==> src/rtl/sipkh_pkg.sv <==
package sipkh_pkg;

    localparam logic [63:0] GOLDEN_K1 = 64'h9E37_79B9_7F4A_7C15;
    localparam logic [63:0] SIP_C0    = 64'h736f_6d65_7073_6575;
    localparam logic [63:0] SIP_C1    = 64'h646f_7261_6e64_6f6d;
    localparam logic [63:0] SIP_C2    = 64'h6c79_6765_6e65_7261;
    localparam logic [63:0] SIP_C3    = 64'h7465_6462_7974_6573;
    localparam logic [63:0] FINAL_XOR = 64'h0000_0000_0000_00FF;

    localparam int unsigned WORD_W   = 64;
    localparam int unsigned COUNT_W  = 4;
    localparam int unsigned LEN_W    = 8;
    localparam int unsigned BYTES    = WORD_W / 8;
    localparam logic [COUNT_W-1:0] FULL_COUNT = COUNT_W'(BYTES);

    // Rounds per absorbed word and in finalisation, counted from zero
    localparam logic [1:0] LAST_ABSORB_RND = 2'd1;
    localparam logic [1:0] LAST_FINAL_RND  = 2'd3;

    typedef enum logic [1:0] {
        S_IDLE,
        S_ABSORB,
        S_FINAL,
        S_OUT
    } t_state;

    typedef struct packed {
        logic [WORD_W-1:0] a;
        logic [WORD_W-1:0] b;
        logic [WORD_W-1:0] c;
        logic [WORD_W-1:0] d;
    } t_lanes;

    function automatic logic [WORD_W-1:0] rotl(input logic [WORD_W-1:0] x,
                                                input int unsigned r);
        return (x << r) | (x >> (WORD_W - r));
    endfunction

    // One full SipRound
    function automatic t_lanes lane_round(input t_lanes s);
        t_lanes t;
        t   = s;
        t.a = t.a + t.b;
        t.c = t.c + t.d;
        t.b = rotl(t.b, 13) ^ t.a;
        t.d = rotl(t.d, 16) ^ t.c;
        t.a = rotl(t.a, 32);
        t.c = t.c + t.b;
        t.a = t.a + t.d;
        t.b = rotl(t.b, 17) ^ t.c;
        t.d = rotl(t.d, 21) ^ t.a;
        t.c = rotl(t.c, 32);
        return t;
    endfunction

endpackage

==> src/rtl/siphash24_seeded_key_hash.sv <==
// SipHash-2-4 key hasher, one SipRound per clock in the absorb and final states, from a
// single shared round unit. Non-last word: accepted in idle, then its absorb rounds; the next
// word is taken once the block is back in idle. Last word: absorb and finalisation rounds,
//   then the hash is registered in the output state once the output is free; a last word
//   of 8 bytes also absorbs an empty tail block. A new key word waits until the hash is loaded.
// Reset (synchronous, active low): seed zero, state idle, no key open, no result pending.
module siphash24_seeded_key_hash (
    input  logic                           i_clk,
    input  logic                           i_rst_n,
    // configuration: the seed
    input  logic                           i_cfg_valid,
    output logic                           o_cfg_ready,
    input  logic [sipkh_pkg::WORD_W-1:0]   i_hash_seed,
    // key words in
    input  logic                           i_in_valid,
    output logic                           o_in_ready,
    input  logic [sipkh_pkg::WORD_W-1:0]   i_key_word,
    input  logic [sipkh_pkg::COUNT_W-1:0]  i_byte_count,
    input  logic                           i_last_word,
    // hash out
    output logic                           o_out_valid,
    input  logic                           i_out_ready,
    output logic [sipkh_pkg::WORD_W-1:0]   o_hash_value
);
    import sipkh_pkg::*;

    // Control state
    t_state             r_state,   n_state;
    logic [1:0]         r_rnd,     n_rnd;
    logic               r_in_msg,  n_in_msg;
    logic               r_tail,    n_tail;     // empty tail block still to absorb
    logic               r_last,    n_last;     // current key ends with this word
    logic [LEN_W-1:0]   r_len,     n_len;
    logic               r_out_vld, n_out_vld;
    logic [WORD_W-1:0]  r_seed;

    // Datapath
    t_lanes             r_lanes,   n_lanes;
    logic [WORD_W-1:0]  r_msg,     n_msg;      // block being absorbed
    logic [WORD_W-1:0]  r_tail_w,  n_tail_w;   // tail block for a full last word
    logic [WORD_W-1:0]  r_hash,    n_hash;

    // Accept-cycle helpers
    t_lanes             w_start;
    t_lanes             w_round;
    logic [LEN_W-1:0]   w_len_base;
    logic [COUNT_W-1:0] w_count;
    logic               w_full;
    logic [WORD_W-1:0]  w_masked;
    logic               w_in_beat;
    logic               w_out_free;

    assign o_cfg_ready  = 1'b1;
    assign o_in_ready   = (r_state == S_IDLE);
    assign o_out_valid  = r_out_vld;
    assign o_hash_value = r_hash;

    assign w_in_beat  = i_in_valid && o_in_ready;
    assign w_out_free = !r_out_vld || i_out_ready;

    // The single round unit, shared by absorption and finalisation
    assign w_round = lane_round(r_lanes);

    // Clamp counts above eight; non-last words are always full blocks
    assign w_count = (!i_last_word || i_byte_count > FULL_COUNT) ? FULL_COUNT : i_byte_count;
    assign w_full  = (w_count == FULL_COUNT);
    assign w_len_base = r_in_msg ? r_len : '0;

    // Start of key: seed the lanes, k1 = seed ^ golden ratio; later words keep the running lanes
    always_comb begin
        if (r_in_msg) begin
            w_start = r_lanes;
        end else begin
            w_start.a = SIP_C0 ^ r_seed;
            w_start.b = SIP_C1 ^ r_seed ^ GOLDEN_K1;
            w_start.c = SIP_C2 ^ r_seed;
            w_start.d = SIP_C3 ^ r_seed ^ GOLDEN_K1;
        end
    end

    // Drop bytes at or above the count
    always_comb begin
        w_masked = '0;
        for (int j = 0; j < BYTES; j++) begin
            if (COUNT_W'(j) < w_count) begin
                w_masked[j*8 +: 8] = i_key_word[j*8 +: 8];
            end
        end
    end

    always_comb begin
        n_state   = r_state;
        n_rnd     = r_rnd;
        n_in_msg  = r_in_msg;
        n_tail    = r_tail;
        n_last    = r_last;
        n_len     = r_len;
        n_out_vld = r_out_vld;
        n_lanes   = r_lanes;
        n_msg     = r_msg;
        n_tail_w  = r_tail_w;
        n_hash    = r_hash;

        if (r_out_vld && i_out_ready) begin
            n_out_vld = 1'b0;
        end

        unique case (r_state)
            S_IDLE: begin
                if (w_in_beat) begin
                    n_in_msg = 1'b1;
                    n_last   = i_last_word;
                    n_rnd    = '0;
                    n_state  = S_ABSORB;
                    n_lanes  = w_start;
                    if (w_full) begin
                        // Full block; a full last word still owes a length-only tail
                        n_len    = w_len_base + LEN_W'(BYTES);
                        n_msg    = i_key_word;
                        n_tail   = i_last_word;
                        n_tail_w = {n_len, {(WORD_W-LEN_W){1'b0}}};
                    end else begin
                        n_len    = w_len_base + LEN_W'(w_count);
                        n_msg    = w_masked | {n_len, {(WORD_W-LEN_W){1'b0}}};
                        n_tail   = 1'b0;
                    end
                    n_lanes.d = w_start.d ^ n_msg;
                end
            end
            S_ABSORB: begin
                n_lanes = w_round;
                n_rnd   = r_rnd + 2'd1;
                if (r_rnd == LAST_ABSORB_RND) begin
                    n_lanes.a = w_round.a ^ r_msg;
                    n_rnd     = '0;
                    if (r_tail) begin
                        // Chain straight into the tail block
                        n_tail    = 1'b0;
                        n_msg     = r_tail_w;
                        n_lanes.d = w_round.d ^ r_tail_w;
                    end else if (r_last) begin
                        n_lanes.c = w_round.c ^ FINAL_XOR;
                        n_state   = S_FINAL;
                    end else begin
                        n_state   = S_IDLE;
                    end
                end
            end
            S_FINAL: begin
                n_lanes = w_round;
                n_rnd   = r_rnd + 2'd1;
                if (r_rnd == LAST_FINAL_RND) begin
                    n_rnd   = '0;
                    n_state = S_OUT;
                end
            end
            S_OUT: begin
                // Hold until the output register is free
                if (w_out_free) begin
                    n_hash    = r_lanes.a ^ r_lanes.b ^ r_lanes.c ^ r_lanes.d;
                    n_out_vld = 1'b1;
                    n_in_msg  = 1'b0;
                    n_state   = S_IDLE;
                end
            end
            default: begin
                n_state = S_IDLE;
            end
        endcase
    end

    always_ff @(posedge i_clk) begin
        if (!i_rst_n) begin
            r_state   <= S_IDLE;
            r_rnd     <= '0;
            r_in_msg  <= 1'b0;
            r_tail    <= 1'b0;
            r_last    <= 1'b0;
            r_len     <= '0;
            r_out_vld <= 1'b0;
            r_seed    <= '0;
        end else begin
            r_state   <= n_state;
            r_rnd     <= n_rnd;
            r_in_msg  <= n_in_msg;
            r_tail    <= n_tail;
            r_last    <= n_last;
            r_len     <= n_len;
            r_out_vld <= n_out_vld;
            // Seed is sampled on every accepted configuration beat; it is used only when a key starts
            if (i_cfg_valid && o_cfg_ready) begin
                r_seed <= i_hash_seed;
            end
        end
    end

    always_ff @(posedge i_clk) begin
        r_lanes  <= n_lanes;
        r_msg    <= n_msg;
        r_tail_w <= n_tail_w;
        r_hash   <= n_hash;
    end

endmodule

==> config.mk <==
export PLATFORM = sky130hd
export DESIGN_NAME = siphash24_seeded_key_hash
export DESIGN_NICKNAME = d
export VERILOG_FILES = /design/src/rtl/sipkh_pkg.sv /design/src/rtl/siphash24_seeded_key_hash.sv
export SDC_FILE = /design/constraint.sdc
export NUM_CORES = 2
export LEC_CHECK = 0
export BUFFER_PORTS_ARGS = -buffer_cell sky130_fd_sc_hd__buf_2
export CAP_MARGIN = 20
export CORE_ASPECT_RATIO = 0.9
export CORE_MARGIN = 1
export CORE_UTILIZATION = 30
export DETAILED_ROUTE_END_ITERATION = 8
export MAX_ROUTING_LAYER = met4
export SYNTH_ARGS = -nofsm -noshare
export SYNTH_HDL_FRONTEND = slang
export SYNTH_SLANG_ARGS = --single-unit
==> constraint.sdc <==
create_clock -name i_clk -period 11.3 [get_ports i_clk]
set_input_delay 1.13 -clock i_clk [delete_from_list [all_inputs] [get_ports i_clk]]
set_output_delay 1.13 -clock i_clk [all_outputs]
set_load 0.03 [all_outputs]
**Word-level counts from Yosys, hierarchy flattened**

Cells that the tools add are included.

- $add $sub $neg: 7
- Order comparisons: 9
- Equal/unequal tests: 13
- Muxes and demuxes: 47
- Bitwise logic cells: 24
- Reductions and logical operators: 19

Operators with widths:

| cell | number |
|---|---|
| 256-bit one-hot mux with 3 select lines | 1 |
| 64-bit bitwise XOR | 10 |
| 256-bit 2-to-1 mux | 2 |
| 64-bit 2-to-1 mux | 8 |
| 64-bit adder | 4 |
| 64-bit by 32-bit bitwise OR with 64-bit output | 2 |
| 64-bit one-hot mux with 2 select lines | 1 |
| 8-bit 2-to-1 mux | 12 |
| 38-bit inverter | 2 |
| 72-bit 2-to-1 mux | 1 |
| 64-bit by 13-bit bitwise OR with 64-bit output | 1 |
| 64-bit by 16-bit bitwise OR with 64-bit output | 1 |
| 64-bit by 17-bit bitwise OR with 64-bit output | 1 |
| 64-bit by 21-bit bitwise OR with 64-bit output | 1 |
| 64-bit bitwise OR | 1 |
| 37-bit inverter | 1 |
| 35-bit inverter | 1 |
| 34-bit inverter | 1 |
| 32-bit inverter | 1 |
| 2-bit 2-to-1 mux | 9 |
| 3-bit by 4-bit < comparator with 1-bit output, first input constant | 4 |
| 2-bit inequality test, second input constant | 6 |
| 3-bit AND reduction | 4 |
| 8-bit by 4-bit adder with 8-bit output | 1 |
| other kinds (24) | 43 |

- Register bits: 472
- Input bits: 138
- Output and inout bits: 67
- Logic and storage cells: 134

**Logic depth before layout (Yosys ltp)**

- Depth in word-level cells: 12
- Depth in mapped cells: 34
- Depth with buffers taken out: 34

**Least setup slack after synthesis**

No wires, ideal clock.

- Path type: input to register
- From: input i_in_valid
- To: register r_lanes[100] (netlist name) (enable)
- Arrival: 10.626 ns
- Required time: 10.492 ns
- Path slack: -0.134 ns
- Stages: 3
- Cells stage by stage: nand2b_1 > nand2_1 > a21oi_1

- Word-level cells in the longest chain between the ends: 3

RTL lines:

| what | RTL line | text |
|---|---|---|
| start: declaration | siphash24_seeded_key_hash.sv:15 | `input logic i_in_valid,` |
| 1-bit logical AND | siphash24_seeded_key_hash.sv:58 | `assign w_in_beat = i_in_valid && o_in_ready;` |
| 2-bit by 1-bit inequality test with 1-bit output (no source line) | - |  |
| 3-bit AND reduction (no source line) | - |  |
| end signal: assignment | siphash24_seeded_key_hash.sv:198 | `r_lanes <= n_lanes;` |
| end: declaration | siphash24_seeded_key_hash.sv:38 | `t_lanes r_lanes, n_lanes;` |

Every way passes these cells.
A chain may end at the register's enable or synchronous reset.

==> summary.md <==
| Metric | Value |
|---|---|
| Insertion delay to the later sink of the worst-skew pair | 730 ps |
| GRT overflow | 0 |
| Cell area after synthesis | 38600 sq um |
| Max Cap Viol | 0 |
| I/O pin cnt | 205 |
| Starting DRT DRC Count | 5280 |
| Main synth FF type | edfxtp_1 |
| Root Driver | clkbuf_16 |
| Status | completed |
| Initial core utilization | 0.303 |
| Routability congestion estimate | 1.14 |
| Async S/R FF share, synth | 0 |
| Final WL | 229 mm |
| Worst-Margin Slew | 1370 ps |
| Flops & latches, synth | 472 |
| CP max-delay cell | a211oi_1 |
| Fin crit share | 0.891 |
| Max Freq | 99.3 MHz |
| Tmin final | 10070 ps |
| Clock tree buffer depth | 3 |
| CTS tree | yes |
| Gr usage total | 0.351 |
| Worst Hold Slack | 512 ps |
| Critical Path Start Type | flop |
| Port Buf Inserts | 203 |
| Detailed-route via count | 36500 |
| Clk sink count | 472 |
| Post-CTS sizing | 0 |
| Clk pin slew, worst setup/hold paths | 60 ps |
| Hold Buf Count CTS | 0 |
| Clk_skew | 42.0 ps |
| Layout cells sized above 1 | 0.114 |
| 1st-pass router iterations | 6 |
| Row count | 124 |
| Setup repair bufs after CTS | 0 |
| Synth Area per Inst | 9.35 sq um |
| Die span in y | 342 um |
| Slew Viols, Final | 0 |
| Die Area | 130000 sq um |
| Fin. Hold Viols | 0 |
| Hold-critical path depth | 2 |
| Slew headroom | 0.0779 |
| Core Area | 127000 sq um |
| Critical Path RT | 11840 ps |
| Detail Route Antenna Nets | 0 |
| P&R area growth vs syn | 14.2% |
| Max incr delay on CP | 880 ps |
| Sequential fraction of the synthesis area | 0.347 |
| Worst-path fanout max | 6 |
| DR WL met3 | 25.2 mm |
| # setup viols final | 0 |
| DR WL/cell | 37.7 um |
| Synth Warn # | 0 |
| Critical path class | reg2reg |
| Synth Instances | 4127 |
| Vias per inst | 6.01 |
| Syn nets | 4534 |
| Number of synthesized flops with an enable pin | 392 |
| FF-to-FF path depth | 32 |
| RSZ-0062 raised after global routing | false |
| Crit end category | flop |
| Nets | 4715 |
| # fillers | 13200 |
| Drt drc | 0 |
| Top layer in use | met4 |
| Htree depth | 2 |
| Cts bufs inserted | 59 |
| CP arrival | 10600 ps |
| Post-DP HPWL | 190 mm |
| Synth cell types | 99 |
| First-pass GRT wire length | 301 mm |
| Initial antenna violation count | 25 |
| Worst hold path class | reg2reg |
| Chip width | 380 um |
| Pin count of the biggest net entering global routing | 122 |
| Metal-1 WL | 98.3 mm |
| Vias in the first global route | 33200 |
| Met2 WL | 91.7 mm |
| Post-Route Setup TNS | 0 ps |
## critical path: cells and delay by family (launching register included)
family / cells / cell delay [ps]
AND/OR/NAND/NOR: 6 / 1430
flip-flops: 1 / 380
adder cells (fa/ha/maj): 3 / 990
AO/OA/AOI/OAI: 18 / 5820
multiplexers: 1 / 390
XOR/XNOR: 2 / 540
buffers and inverters: 2 / 300
## sequential cells by signal, summed over array words and instances, names as in the netlist, named ones only
signal and flops:
o_hash_value 64, o_out_valid 1, r_in_msg 1, r_lanes 256, r_last 1, r_len 8
r_msg 64, r_rnd 2, r_seed 64, r_state 1, r_tail 1, r_tail_w 8
## per-layer routing
metal  vias to the layer above  global-route usage
li1                      15400                   -
met1                     18200               0.481
met2                      2470               0.484
met3                       408              0.0722
met4                         0               0.174
met5                         -                   -
## layout by cell type, fill, tap and decap left out, types with 86 or more instances in the layout
| cell type | Yosys | layout |
|---|---|---|
| a21oi_1 | 332 | 330 |
| edfxtp_1 | 392 | 392 |
| buf_2 | 7 | 203 |
| xnor2_1 | 518 | 511 |
| ha_1 | 264 | 260 |
| xor2_1 | 206 | 205 |
| inv_1 | 107 | 104 |
| nor2b_1 | 105 | 105 |
| o22ai_1 | 127 | 127 |
| o21ai_0 | 227 | 226 |
| buf_4 | 1 | 97 |
| and2_1 | 86 | 86 |
| nand2_1 | 384 | 384 |
| mux2i_1 | 105 | 105 |
| a21o_1 | 149 | 149 |
| nor2_1 | 168 | 166 |
## area by class of cell
type / instances / area (sq um) / area share
Clock buffer: 77 / 1690 / 0.0383
Inverter: 108 / 407 / 0.00923
Sequential cell: 472 / 13400 / 0.304
Antenna cell: 7 / 17.5 / 0.000398
Timing Repair Buffer: 305 / 1810 / 0.0411
Multi-Input combinational cell: 3362 / 24200 / 0.551
Tap cell: 1701 / 2130 / 0.0483
Clock inverter: 34 / 364 / 0.00827
## stage by stage
stage / setup WS (ps) / std cells / utilization / instance area, sq um
5_1_grt: 965 / 6063 / 0.346 / 44000
3_3_place_gp: 1680 / 5935 / 0.329 / 41900
4_1_cts: 1600 / 6058 / 0.346 / 44000
3_5_place_dp: 1680 / 5947 / 0.330 / 42000
2_1_floorplan: 4220 / 4127 / - / 38600
6_report: 1230 / 6066 / 0.346 / 44000
## cells in the mapped netlist (11+ instances only)
master,instances,area share
xor2_1,206,0.047
ha_1,264,0.086
xnor2_1,518,0.12
o21a_1,23,0.0045
nor2b_1,105,0.017
a211oi_1,22,0.0043
a21o_1,149,0.029
inv_1,107,0.010
or3_1,15,0.0024
mux2i_1,105,0.027
mux2_2,21,0.0061
nand2b_1,36,0.0058
nand2_1,384,0.037
o21ai_1,12,0.0016
a21boi_0,13,0.0025
o21ai_0,227,0.029
nand3_1,67,0.0087
and4_1,11,0.0025
or2_2,13,0.0021
a22o_1,22,0.0050
xnor3_1,12,0.0070
dfxtp_1,80,0.042
o22ai_1,127,0.021
a31oi_1,24,0.0039
clkbuf_1,163,0.016
a22oi_1,43,0.0084
o31ai_1,15,0.0029
and3_1,34,0.0055
o211ai_1,29,0.0056
a21oi_1,332,0.043
o21bai_1,36,0.0070
nand4_1,48,0.0078
buf_1,13,0.0013
and2_1,86,0.014
nor3_1,42,0.0055
nor2_1,168,0.016
edfxtp_1,392,0.31
## cells by family after synthesis
logic type	count (synthesis)	share of synthesized area
mux	126	0.0334
other cells	1	0.0000972
buf+inv	293	0.0289
flops	472	0.347
xor+xnor	741	0.174
simple gates	1042	0.132
compound gates	1183	0.196
fa+ha+maj	269	0.0882
## final timing paths
kind | start | to | slack, ps
worst max-delay path | r_lanes[128] | r_lanes[240] | 1230
worst min-delay path | r_len[0] | r_len[0] | 510
worst max register to register | r_lanes[128] | r_lanes[240] | 1230
worst min register to register | r_len[0] | r_len[0] | 510
Power is left out: the tool's default activity adds up to more than one toggle a clock period on the data nets, which glitch-free logic cannot reach.
